--- config.mk ---
export PLATFORM = sky130hd
export DESIGN_NAME = bsg_ctrl
export DESIGN_NICKNAME = d
export VERILOG_FILES = /design/src/design/bsg_pkg.sv /design/src/design/bsg_ctrl.sv
export SDC_FILE = /design/constraint.sdc
export NUM_CORES = 1
export LEC_CHECK = 0
export ABC_AREA = 1
export BUFFER_PORTS_ARGS = -buffer_cell sky130_fd_sc_hd__clkbuf_2
export CAP_MARGIN = 30
export CORE_MARGIN = 4
export CORE_UTILIZATION = 55
export CTS_CLUSTER_DIAMETER = 60
export DETAILED_ROUTE_END_ITERATION = 6
export PLACE_DENSITY_LB_ADDON = 0.05
export SLEW_MARGIN = 30
export SYNTH_ARGS = -nofsm -noshare
export SYNTH_HDL_FRONTEND = slang
export SYNTH_SLANG_ARGS = --single-unit
export TNS_END_PERCENT = 30
--- constraint.sdc ---
create_clock -name clock -period 3.6 [get_ports clock]
set_input_delay 0.18 -clock clock [delete_from_list [all_inputs] [get_ports clock]]
set_output_delay 0.18 -clock clock [all_outputs]
set_load 0.02 [all_outputs]
--- src/design/bsg_pkg.sv ---
package bsg_pkg;

   localparam int CW       = 32;
   localparam int RW       = CW - 1;
   localparam int AW       = CW + 1;
   localparam int DIST_W   = AW + 1;
   localparam int EW       = DIST_W + 1;
   localparam int PW       = AW + EW;
   localparam int SQR_W    = DIST_W + 2;
   localparam int SUM_W    = EW + 2;
   localparam int SQ_STEPS = PW / 2;
   localparam int DIV_STEPS = EW;
   localparam int CNT_W    = 6;

   typedef enum logic [3:0] {
      ST_IDLE,
      ST_SEED,
      ST_SQ,
      ST_SQRT_INIT,
      ST_SQRT,
      ST_ECALC,
      ST_ZERO,
      ST_AE_MUL,
      ST_DIV_INIT,
      ST_DIV,
      ST_CUPD,
      ST_RUPD,
      ST_FINISH,
      ST_OUT
   } state_type;

   typedef struct packed {
      logic       load;
      logic       seed;
      logic       mul_en;
      logic       mul_sq;
      logic       acc_en;
      logic [1:0] idx;
      logic       sqrt_init;
      logic       sqrt_step;
      logic       ecalc;
      logic       zero;
      logic       div_init;
      logic       div_step;
      logic       cupd;
      logic       rupd;
      logic       finish;
      logic       out_load;
   } cmd_type;

   typedef struct packed {
      logic grows;
      logic dist_zero;
   } status_type;

endpackage

--- src/design/bsg_ctrl.sv ---
module bsg_ctrl (
   input  logic                clock,
   input  logic                reset,
   input  logic                req_valid,
   input  logic                req_first_of_pass,
   input  logic                rsp_free,
   input  bsg_pkg::status_type status,
   output bsg_pkg::cmd_type    cmd,
   output logic                busy
);

   bsg_pkg::state_type            state_ff, state_in;
   logic [bsg_pkg::CNT_W-1:0]     cnt_ff, cnt_in;
   logic [1:0]                    idx_ff, idx_in;

   always_ff @(posedge clock) begin
      if (reset) begin
         state_ff <= bsg_pkg::ST_IDLE;
         cnt_ff   <= '0;
         idx_ff   <= '0;
      end else begin
         state_ff <= state_in;
         cnt_ff   <= cnt_in;
         idx_ff   <= idx_in;
      end
   end

   always_comb begin
      state_in = state_ff;
      cnt_in   = cnt_ff;
      idx_in   = idx_ff;
      cmd      = '0;
      cmd.idx  = idx_ff;
      busy     = (state_ff != bsg_pkg::ST_IDLE);
      case (state_ff)
         bsg_pkg::ST_IDLE: begin
            if (req_valid) begin
               cmd.load = 1'b1;
               cnt_in   = '0;
               idx_in   = '0;
               state_in = req_first_of_pass ? bsg_pkg::ST_SEED : bsg_pkg::ST_SQ;
            end
         end
         bsg_pkg::ST_SEED: begin
            cmd.seed = 1'b1;
            state_in = bsg_pkg::ST_FINISH;
         end
         bsg_pkg::ST_SQ: begin
            cmd.mul_en = (cnt_ff < bsg_pkg::CNT_W'(3));
            cmd.mul_sq = 1'b1;
            cmd.idx    = cnt_ff[1:0];
            cmd.acc_en = (cnt_ff != '0);
            if (cnt_ff == bsg_pkg::CNT_W'(3)) begin
               cnt_in   = '0;
               state_in = bsg_pkg::ST_SQRT_INIT;
            end else begin
               cnt_in = cnt_ff + 1'b1;
            end
         end
         bsg_pkg::ST_SQRT_INIT: begin
            cmd.sqrt_init = 1'b1;
            cnt_in        = '0;
            state_in      = bsg_pkg::ST_SQRT;
         end
         bsg_pkg::ST_SQRT: begin
            cmd.sqrt_step = 1'b1;
            if (cnt_ff == bsg_pkg::CNT_W'(bsg_pkg::SQ_STEPS - 1)) begin
               cnt_in   = '0;
               state_in = bsg_pkg::ST_ECALC;
            end else begin
               cnt_in = cnt_ff + 1'b1;
            end
         end
         bsg_pkg::ST_ECALC: begin
            cmd.ecalc = 1'b1;
            if (!status.grows) begin
               state_in = bsg_pkg::ST_FINISH;
            end else if (status.dist_zero) begin
               state_in = bsg_pkg::ST_ZERO;
            end else begin
               idx_in   = '0;
               state_in = bsg_pkg::ST_AE_MUL;
            end
         end
         bsg_pkg::ST_ZERO: begin
            cmd.zero = 1'b1;
            state_in = bsg_pkg::ST_FINISH;
         end
         bsg_pkg::ST_AE_MUL: begin
            cmd.mul_en = 1'b1;
            state_in   = bsg_pkg::ST_DIV_INIT;
         end
         bsg_pkg::ST_DIV_INIT: begin
            cmd.div_init = 1'b1;
            cnt_in       = '0;
            state_in     = bsg_pkg::ST_DIV;
         end
         bsg_pkg::ST_DIV: begin
            cmd.div_step = 1'b1;
            if (cnt_ff == bsg_pkg::CNT_W'(bsg_pkg::DIV_STEPS - 1)) begin
               cnt_in   = '0;
               state_in = bsg_pkg::ST_CUPD;
            end else begin
               cnt_in = cnt_ff + 1'b1;
            end
         end
         bsg_pkg::ST_CUPD: begin
            cmd.cupd = 1'b1;
            if (idx_ff == 2'd2) begin
               state_in = bsg_pkg::ST_RUPD;
            end else begin
               idx_in   = idx_ff + 1'b1;
               state_in = bsg_pkg::ST_AE_MUL;
            end
         end
         bsg_pkg::ST_RUPD: begin
            cmd.rupd = 1'b1;
            state_in = bsg_pkg::ST_FINISH;
         end
         bsg_pkg::ST_FINISH: begin
            cmd.finish = 1'b1;
            state_in   = bsg_pkg::ST_OUT;
         end
         bsg_pkg::ST_OUT: begin
            if (rsp_free) begin
               cmd.out_load = 1'b1;
               state_in     = bsg_pkg::ST_IDLE;
            end
         end
         default: begin
            state_in = bsg_pkg::ST_IDLE;
         end
      endcase
   end

endmodule

# Word level (Yosys, flattened, before mapping)
# Cells that the tools add are included.
# word_totals
regBits	12
latchBits	0
ram_bits	0
rom_bits	0
input_bits	7
out_inout_bits	18
word_cells	77
mem_count	0
# classes
add_sub_neg	2
mul	0
div	0
order_cmp	1
n_eq_ne	25
n_shift	0
muxes	36
bitwise_logic	0
n_reduce_logical	10
# ops
op	count
one-hot mux 4 bit (12 select lines)	1
two-way mux 4 bit	8
one-hot mux 6 bit (5 select lines)	1
== test 4 bit, second input constant	6
two-way mux 6 bit	4
== test 4 x 3 -> 1 bit, second input constant	4
!= test 2 bit, second input constant	8
two-way mux 1 bit	15
== test 6 bit, second input constant	2
two-way mux 2 bit	5
AND reduction 5 bit	2
== test 4 x 2 -> 1 bit, second input constant	2
adder 6 x 1 -> 6 bit, second input constant	1
== test 6 x 2 -> 1 bit, second input constant	1
< comparator 6 x 2 -> 1 bit, second input constant	1
one-hot mux 2 bit (3 select lines)	1
nonzero test 6 bit	1
nonzero test 5 bit	1
== test 4 x 1 -> 1 bit, second input constant	1
zero test 4 bit	1
nonzero test 4 bit	1
nonzero test 3 bit	1
OR reduction 3 bit	1
adder 2 x 1 -> 2 bit, second input constant	1
other kinds (4)	4

# Longest topological paths before layout
# Gate-level depths: netlist (run 1).
# logic_depth
word_depth	4
mapped_depth	9

# Worst setup path before layout (run 1)
# Ideal clock, no wire load.
# synth_path
path_kind	register to output
from	register state_ff[2]
to	output cmd[14] in the netlist's numbering
arrival_time_ns	1.390
t_required_ns	3.420
setup_slack_ns	2.030
stages_incl_launch_ff	6
cell_sequence	dfxtp_1 -> nor2_4 -> inv_1 -> nor2_8 -> nand2_4 -> o21ai_0
# synth_lines
element	line_no	source
from (decl)	bsg_ctrl.sv:12	bsg_pkg::state_type state_ff, state_in;
from (signal assigned)	bsg_ctrl.sv:18	state_ff <= bsg_pkg::ST_IDLE;
from (signal assigned)	bsg_ctrl.sv:22	state_ff <= state_in;
to (decl)	bsg_ctrl.sv:8	output bsg_pkg::cmd_type cmd,

==> flow_metrics.tcl, run 1 <==
set metrics [dict create \
    cp.required_ps 3420 \
    first_pass_iters 4 \
    synth_top_family_by_area "simple AND/OR/NAND/NOR gates" \
    synth_simple_gate_area_share_pct 52.9 \
    worst_slack_ps 1770 \
    hp-start "reset" \
    die_w_microns 52.8 \
    gp_congestion 0.947 \
    drtIter0Drc 46 \
    ant_nets 0 \
    crit_arrival_ps 1650 \
    grt_use_total_pct 23.6 \
    cts_tree "done" \
    setup_viol 0 \
    cpMostUsedCell "inv_1" \
    grt_pass1_vias 1059 \
    peakVddDrop_mv 0.463 \
    die-area_sq_um 2790 \
    crit_fanout 8 \
    crit_family "buffers and inverters" \
    holdWs_ps 116 \
    start_util_pct 60.7 \
    cap_violations 0 \
    core_sq_um 1820 \
    fin_tns_setup_ps 0 \
    port_buffers 24 \
    reg2reg_from "cnt_ff[0]$_SDFFE_PP0P_" \
    outcome "finished, final reports clean" \
    crit_path_cell_trace "nor2_4, inv_1, nor2_8, inv_1, o21ai_0, clkbuf_2" \
    num_antenna_cells 0 \
    fp.dieH_microns 52.8 \
    crit_path_start_kind "flop" \
    cts_hold_buf 0 \
    top_usage_layer "met2" \
    reg2reg_slack_ps 2060 \
    worst_pin_slew_ps 351 \
    grtUsageMet1_pct 32.4 \
    vias 1193 \
    finalCritPeriodShare_pct 50.9 \
    syn_to_final_growth_pct 17.0 \
    startpoint "state_ff[2]$_SDFFE_PP0P_" \
    yosys.area_share.adder_pct 5.66 \
    clock.fmax_ghz 0.546 \
    slew_headroom_pct 76.6 \
    power_density_nw_per_um2 709 \
    syn-num-nets 192 \
    post-route-util_pct 71.0 \
    drive_gt1_share_pct 26.0 \
    path_clk_slew_ps 70 \
    post-cts-setup-buffers 0 \
    cts_made_buffers 3 \
    cp-end-kind "primary output" \
    clkLatencyLatePin_ps 280 \
    cts_sinks 12 \
    synth_top_cell_by_area "dfxtp_1" \
    grt_use_met3_pct 2.56 \
    grt_pass1_wl_microns 4740 \
    period_needed_ps 1830 \
    syn_inst 180 \
    syn_area_sq_um 1100 \
    cts-root-buf "clkbuf_4" \
    power.leakage_nw 0.719 \
    hold_violations 0 \
    cts_resized 0 \
    synth_top_area_share_pct 21.7 \
    synthTopCellsByArea "dfxtp_1 22%, nand2_1 15%, nor2_1 9.9%" \
    wire_per_inst_microns 12.1 \
    antenna_found_initial 0 \
    viasPerCell 5.12 \
    path_class "reg2out" \
    avgSynthCellArea_sq_um 6.14 \
    wl_microns 2810 \
    crit_slowest_cell "dfxtp_1" \
    io_pins 25 \
    yosysWarnings 0 \
    fin_nets 221 \
    slew_viol_final 0 \
    hold_class "in2reg" \
    synth.mux.area_fraction_pct 0 \
    htree_levels 1 \
    synth-compound-area-share_pct 7.25 \
    synth_xor_area_share_pct 0.793 \
    clock_skew_ps 2.10 \
    drcViolationCount 0 \
    finalPower_mw 0.916 \
    dp_hpwl_microns 2360 \
    synth.distinct_cells 24 \
    rsz0062_at_grt "no" \
    ys_ff_latch 12 \
    overflow 0 \
    use_met2_pct 35.5 \
    max_stage_delay_ps 380 \
    clk_path_buf_depth 2 \
    path_buf_inv 3 \
    dp_slack_ps 2090 \
    placementRows 15 \
    grt_max_degree 9 \
    synth-seq-area-share_pct 21.7 \
]
## flip-flops by register name (all words and copies together) (netlist names)
name	count
cnt_ff	6
state_ff	4
idx_ff	2
## Yosys cell counts (all sizes together)
cell type	count
nand3b	1
nand2	50
nand4	2
dfxtp	12
nor3	3
nand3	20
a21oi	7
o21ai	7
nor2	38
ha	5
clkinv	1
inv	32
xor2	1
a31oi	1
## power breakdown
part / switching (mW) / leakage, nW / internal, mW
Combinational: 0.417 / 0.600 / 0.192
Sequential: 0.0427 / 0.0979 / 0.157
Clock: 0.0461 / 0.0210 / 0.0616
## path summary, 6_finish.rpt
kind         cells after the start                     end
max                              6                 cmd[11]
min reg2reg                      2  idx_ff[0]$_SDFFE_PP0P_
max reg2reg                      6  cnt_ff[3]$_SDFFE_PP0P_
min                              2  idx_ff[0]$_SDFFE_PP0P_
## layout make-up
type / count / area [sq um]
Sequential cell: 12 / 240
Clock buffer: 4 / 36.3
Fill cell: 179 / 528
Multi-Input combinational cell: 135 / 736
Tap cell: 25 / 31.3
Inverter: 33 / 129
Timing Repair Buffer: 24 / 120
## worst register-to-register path, cell delays in order (launching register included)
cell and delay [ps]:
dfxtp_1 480, ha_1 280, nand3_1 140, nand2_4 120, nand3_1 140, o21ai_2 200
nor2_1 80
## layout by cell type (no fill, tap or decap)
| cell type | Yosys | routed |
|---|---|---|
| nor2_2 | 4 | 4 |
| a31oi_1 | 1 | 1 |
| nand3b_1 | 1 | 1 |
| ha_1 | 5 | 5 |
| inv_2 | 5 | 5 |
| a21oi_1 | 7 | 7 |
| inv_1 | 27 | 27 |
| nor3_1 | 3 | 3 |
| nand2_4 | 4 | 4 |
| clkbuf_4 | 0 | 3 |
| nor2_8 | 1 | 1 |
| xor2_1 | 1 | 1 |
| clkbuf_8 | 0 | 1 |
| nand4_4 | 1 | 1 |
| nand4_1 | 1 | 1 |
| nor2_1 | 29 | 29 |
| o21ai_0 | 4 | 4 |
| nor2_4 | 4 | 4 |
| dfxtp_1 | 12 | 12 |
| o21ai_2 | 1 | 1 |
| nand3_2 | 2 | 2 |
| nand2_2 | 3 | 3 |
| o21ai_1 | 2 | 2 |
| nand3_1 | 18 | 18 |
| nand2_1 | 43 | 43 |
| clkinv_4 | 1 | 1 |
| clkbuf_2 | 0 | 24 |
## layer usage
metal  share of wire [%]  routed length, microns
met4                 2.0                      57
met3                 7.9                     223
met1                  48                    1350
met2                  42                    1190
met5                   0                       0
## per-stage QoR
step | cell area [sq um] | instances
6_report | 1290 | 233
5_1_grt | 1290 | 233
4_1_cts | 1290 | 233
3_5_place_dp | 1260 | 229
3_3_place_gp | 1260 | 229
2_1_floorplan | 1100 | 180
## cells by family after synthesis
logic type | after synthesis
AO/OA/AOI/OAI | 15
XOR/XNOR | 1
adder cells (fa/ha/maj) | 5
buffers and inverters | 33
flip-flops | 12
AND/OR/NAND/NOR | 114
Power figures use the tool's default switching activity.
==> inputs of run 2 (changes only) <==
--- a/config.mk
+++ b/config.mk
@@ -9,7 +9,7 @@
 export BUFFER_PORTS_ARGS = -buffer_cell sky130_fd_sc_hd__clkbuf_2
 export CAP_MARGIN = 30
 export CORE_MARGIN = 4
-export CORE_UTILIZATION = 55
+export CORE_UTILIZATION = 53
 export CTS_CLUSTER_DIAMETER = 60
 export DETAILED_ROUTE_END_ITERATION = 6
 export PLACE_DENSITY_LB_ADDON = 0.05
==> constraint.sdc (replaced) <==
create_clock -name clock -period 1.92 [get_ports clock]
set_input_delay 0.096 -clock clock [delete_from_list [all_inputs] [get_ports clock]]
set_output_delay 0.096 -clock clock [all_outputs]
set_load 0.02 [all_outputs]
==> run 2 against run 1 <==
Compared with the run above:
- sequential power is 88% higher
- final cell count is 1.3% higher
- worst setup slack worse by 1600 ps
- global-route usage is 0.35 points lower
- via count is 1.7% higher
- non-clock buffer count is 1 higher
- wire length is 0.32% higher
- die area is 3.2% higher
- utilization is 4.6 points lower
- register-to-register slack worse by 1700 ps
- critical path depth stayed put
- clock skew is 0.58 ps higher
==> flow_metrics.tcl, run 2 (same netlist as run 1, synthesis figures left out) <==
set metrics [dict create \
    overflow 0 \
    drtIter0Drc 32 \
    largest_reg_flops 6 \
    outcome "finished, final reports clean" \
    post-route-util_pct 66.4 \
    peakVddDrop_mv 0.781 \
    htree_levels 1 \
    finalCritPeriodShare_pct 90.8 \
    cap_violations 0 \
    rsz0062_at_grt "no" \
    wire_per_inst_microns 12.0 \
    crit_path_start_kind "flop" \
    cp-end-kind "primary output" \
    antenna_found_initial 0 \
    core_sq_um 1960 \
    clock_skew_ps 2.68 \
    dp_hpwl_microns 2350 \
    cts_resized 0 \
    path_class "reg2out" \
    cp.required_ps 1820 \
    wl_microns 2820 \
    clk_path_buf_depth 2 \
    slew_viol_final 0 \
    whs_path_depth 2 \
    port_buffers 24 \
    period_needed_ps 1740 \
    cts-root-buf "clkbuf_4" \
    crit_arrival_ps 1650 \
    grt_max_degree 9 \
    crit_end "cmd[11]" \
    setup_viol 0 \
    grt_pass1_vias 1153 \
    post-cts-setup-buffers 0 \
    first_pass_iters 5 \
    slew_headroom_pct 75.5 \
    fin_nets 222 \
    drive_gt1_share_pct 26.3 \
    gp_congestion 0.934 \
    reg2regPathDepth 6 \
    grt_pass1_wl_microns 4840 \
    cts_hold_buf 0 \
    syn_to_final_growth_pct 17.9 \
    drcViolationCount 0 \
    reg2reg_slack_ps 390 \
    clkLatencyLatePin_ps 280 \
    cts_made_buffers 3 \
    path_clk_slew_ps 80 \
    startpoint "state_ff[2]$_SDFFE_PP0P_" \
    reg2reg_from "cnt_ff[0]$_SDFFE_PP0P_" \
    clock.fmax_ghz 0.574 \
    grt_use_total_pct 23.3 \
    die-area_sq_um 2880 \
    worst_pin_slew_ps 367 \
    ant_nets 0 \
    reg2reg_to "cnt_ff[2]$_SDFFE_PP0P_" \
    top_regs "cnt_ff (6), state_ff (4), idx_ff (2)" \
    io_pins 25 \
    regMostFlops "cnt_ff" \
    hold_class "in2reg" \
    hold_violations 0 \
    placementRows 16 \
    start_util_pct 56.3 \
    cts_tree "done" \
    fin_tns_setup_ps 0 \
    fp.dieH_microns 53.7 \
    die_w_microns 53.7 \
    viasPerCell 5.14 \
    num_antenna_cells 0 \
    crit_fanout 8 \
    vias 1213 \
    power.leakage_nw 0.723 \
    cts_sinks 12 \
    layout_common_cells "43 x nand2_1, 29 x nor2_1, 27 x inv_1" \
    final_common_cell "nand2_1" \
    power_density_nw_per_um2 1320 \
]
run 2: cell count changes in the layout (fill, tap and decap cells not counted), sizes merged:
cell  before  now
buf        0    1
run 2: metrics by stage:
stage	cell area, sq um	total power, mW	instances	worst slack, ps	hold slack (ps)
2_1_floorplan	1100	1.25	180	434	165
3_3_place_gp	1270	1.48	232	454	321
3_5_place_dp	1270	1.51	232	417	337
4_1_cts	1300	1.72	236	165	35.2
5_1_grt	1300	1.88	236	47.7	54.4
6_report	1300	1.72	236	176	31.9
run 2: power by group:
| part | internal, mW | switching, mW |
|---|---|---|
| clock | 0.115 | 0.0947 |
| sequential | 0.294 | 0.0812 |
| combinational | 0.361 | 0.769 |
| total | 0.771 | 0.945 |
run 2: layout make-up:
| class | count | area, sq um |
|---|---|---|
| Fill cell | 213 | 659 |
| Multi-Input combinational cell | 135 | 736 |
| Tap cell | 27 | 33.8 |
| Sequential cell | 12 | 240 |
| Timing Repair Buffer | 25 | 128 |
| Clock buffer | 4 | 36.3 |
| Inverter | 33 | 129 |
run 2: worst min path at each step:
| stage | startpoint | endpoint |
|---|---|---|
| floorplan | reset | idx_ff[0]$_SDFFE_PP0P_ |
| detailed placement | reset | idx_ff[0]$_SDFFE_PP0P_ |
| CTS | reset | idx_ff[0]$_SDFFE_PP0P_ |
| finish | reset | idx_ff[1]$_SDFFE_PP0P_ |
| global placement | reset | idx_ff[1]$_SDFFE_PP0P_ |
| global route | reset | cnt_ff[4]$_SDFFE_PP0P_ |
run 2: routing by layer:
layer  global-route usage, %  wire, microns
met1                    25.3           1180
met2                    45.9           1460
met3                    3.32            142
met4                    6.38             46
met5                       0              0
run 2: worst max-delay path, cell delays in order (launching register included):
cell      delay (ps)
dfxtp_1          390
nor2_4           230
inv_1            130
nor2_8           150
inv_1             90
o21ai_0          170
clkbuf_2         200
==> inputs of run 3 (changes only) <==
--- a/config.mk
+++ b/config.mk
@@ -8,8 +8,7 @@
 export ABC_AREA = 1
 export BUFFER_PORTS_ARGS = -buffer_cell sky130_fd_sc_hd__clkbuf_2
 export CAP_MARGIN = 30
-export CORE_MARGIN = 4
-export CORE_UTILIZATION = 53
+export CORE_UTILIZATION = 55
 export CTS_CLUSTER_DIAMETER = 60
 export DETAILED_ROUTE_END_ITERATION = 6
 export PLACE_DENSITY_LB_ADDON = 0.05
==> constraint.sdc (replaced) <==
create_clock -name clock -period 2.2 [get_ports clock]
set_input_delay 0.11 -clock clock [delete_from_list [all_inputs] [get_ports clock]]
set_output_delay 0.11 -clock clock [all_outputs]
set_load 0.02 [all_outputs]
==> run 3 against run 2 <==
Compared with the run above:
- non-clock buffer count down 1
- sequential share of layout area up 0.34 points
- clock power down 38%
- hold slack better by 21 ps
- sequential power down 12%
- clock-buffer cell count down 1
- wire length down 1.2%
- global-route usage up 5.6 points
- combinational power down 12%
- critical path depth unchanged
- critical endpoint unchanged
==> flow_metrics.tcl, run 3 (same netlist as run 1, synthesis figures left out) <==
set metrics [dict create \
    min_to "idx_ff[1]$_SDFFE_PP0P_" \
    cts-root-buf "clkbuf_4" \
    peakVddDrop_mv 0.702 \
    clkLatencyLatePin_ps 270 \
    clock.fmax_ghz 0.581 \
    top_regs "cnt_ff (6), state_ff (4), idx_ff (2)" \
    power.share.clock_pct 8.9 \
    cp-end-kind "primary output" \
    crit_family "buffers and inverters" \
    cts_resized 0 \
    worst_slack_ps 478 \
    cap_violations 0 \
    ant_nets 0 \
    path_class "reg2out" \
    clk_path_buf_depth 2 \
    power.leakage_nw 0.712 \
    dp_slack_ps 697 \
    core_sq_um 1800 \
    path_clk_slew_ps 70 \
    fin_tns_setup_ps 0 \
    crit_arrival_ps 1610 \
    layout_common_cells "43 x nand2_1, 29 x nor2_1, 27 x inv_1" \
    hold_class "in2reg" \
    whs_path_depth 2 \
    cts_sinks 12 \
    grt_use_total_pct 28.9 \
    port_buffers 24 \
    vias 1226 \
    hp-start "reset" \
    wl_microns 2790 \
    swShare_pct 56.4 \
    first_pass_iters 4 \
    crit_path_cell_trace "nor2_4, inv_1, nor2_8, inv_1, o21ai_0, clkbuf_2" \
    die_w_microns 46.8 \
    final_common_cell "nand2_1" \
    largest_reg_flops 6 \
    crit_path_start_kind "flop" \
    dp_hpwl_microns 2280 \
    power_density_nw_per_um2 1140 \
    rsz0062_at_grt "no" \
    cts_made_buffers 3 \
    worst_pin_slew_ps 395 \
    reg2reg_slack_ps 660 \
    cpMostUsedCell "inv_1" \
    hold_violations 0 \
    path_buf_inv 3 \
    finalCritPeriodShare_pct 78.3 \
    clock_skew_ps 1.30 \
    grt_max_degree 9 \
    post_dp_cell_area_sq_um 1260 \
    outcome "finished, final reports clean" \
    crit_slowest_cell "dfxtp_1" \
    p_int_mw 0.635 \
    wire_per_inst_microns 12.0 \
    placementRows 15 \
    gp_congestion 0.933 \
    reg2reg_from "cnt_ff[0]$_SDFFE_PP0P_" \
    overflow 0 \
    viasPerCell 5.28 \
    reg2reg_to "cnt_ff[2]$_SDFFE_PP0P_" \
    slew_viol_final 0 \
    syn_to_final_growth_pct 15.7 \
    cp.required_ps 2090 \
    regMostFlops "cnt_ff" \
    cts_hold_buf 0 \
    power_frac_comb_pct 68.3 \
    cts_tree "done" \
    fin_nets 221 \
    num_antenna_cells 0 \
    io_pins 25 \
    die-area_sq_um 2190 \
    grt_pass1_vias 1019 \
    drcViolationCount 0 \
    design_area_sq_um 1280 \
    post-route-util_pct 71.0 \
    drive_gt1_share_pct 25.6 \
    post-cts-setup-buffers 0 \
    crit_fanout 8 \
    fillers 183 \
    htree_levels 1 \
    drtIter0Drc 48 \
    fp.dieH_microns 46.8 \
    grt_pass1_wl_microns 4380 \
    reg2regPathDepth 6 \
    seqPwrFrac_pct 22.8 \
    period_needed_ps 1720 \
    slew_headroom_pct 73.7 \
    power_switching_mw 0.822 \
    max_stage_delay_ps 380 \
    start_util_pct 61.3 \
    setup_viol 0 \
    antenna_found_initial 0 \
]
==> run 3: cell count changes in the layout (fill, tap and decap cells not counted) <==
cell      delta
clkbuf_8     -1
buf_4        -1
==> run 3: power groups by stage <==
stage / Combinational [mW] / Sequential (mW) / Clock, mW
final: 0.995 / 0.331 / 0.130
after global routing: 1.10 / 0.337 / 0.146
after CTS: 0.988 / 0.329 / 0.134
after detailed placement: 0.978 / 0.334 / 0
after global placement: 0.967 / 0.330 / 0
after floorplan: 0.773 / 0.318 / 0
==> run 3: how the worst max path moves through the flow <==
stage / depth (start not counted) / from / slack (ps) / to
after floorplan: 5 / state_ff[2]$_SDFFE_PP0P_ / 700 / cmd[14]
final: 6 / state_ff[2]$_SDFFE_PP0P_ / 480 / cmd[11]
after CTS: 6 / state_ff[2]$_SDFFE_PP0P_ / 470 / cmd[11]
after global placement: 8 / cnt_ff[0]$_SDFFE_PP0P_ / 740 / state_ff[1]$_SDFFE_PP0P_
after detailed placement: 6 / cnt_ff[0]$_SDFFE_PP0P_ / 700 / cnt_ff[2]$_SDFFE_PP0P_
after global routing: 6 / state_ff[2]$_SDFFE_PP0P_ / 360 / cmd[11]
==> run 3: per-layer routing <==
metal | part of all wire [%] | global-route usage (%) | wire length, microns
met1 | 47 | 42.3 | 1320
met5 | 0 | 0 | 0
met4 | 1.6 | 13.1 | 44
met2 | 44 | 41.1 | 1220
met3 | 7.2 | 5.00 | 200
==> run 3: metrics by stage <==
stage	power, mW	hold slack [ps]	std cells
detailed placement	1.31	338	229
global placement	1.30	333	229
finish	1.46	53.3	232
global route	1.58	51.5	232
CTS	1.45	52.7	232
floorplan	1.09	179	180
==> run 3: area by class of cell <==
class	count	area (sq um)	area share (%)
sequential	12	240	18.8
multi-input combinational	135	736	57.5
clock buffer	3	22.5	1.76
tap	25	31.3	2.45
timing repair buffer	24	120	9.39
inverter	33	129	10.1
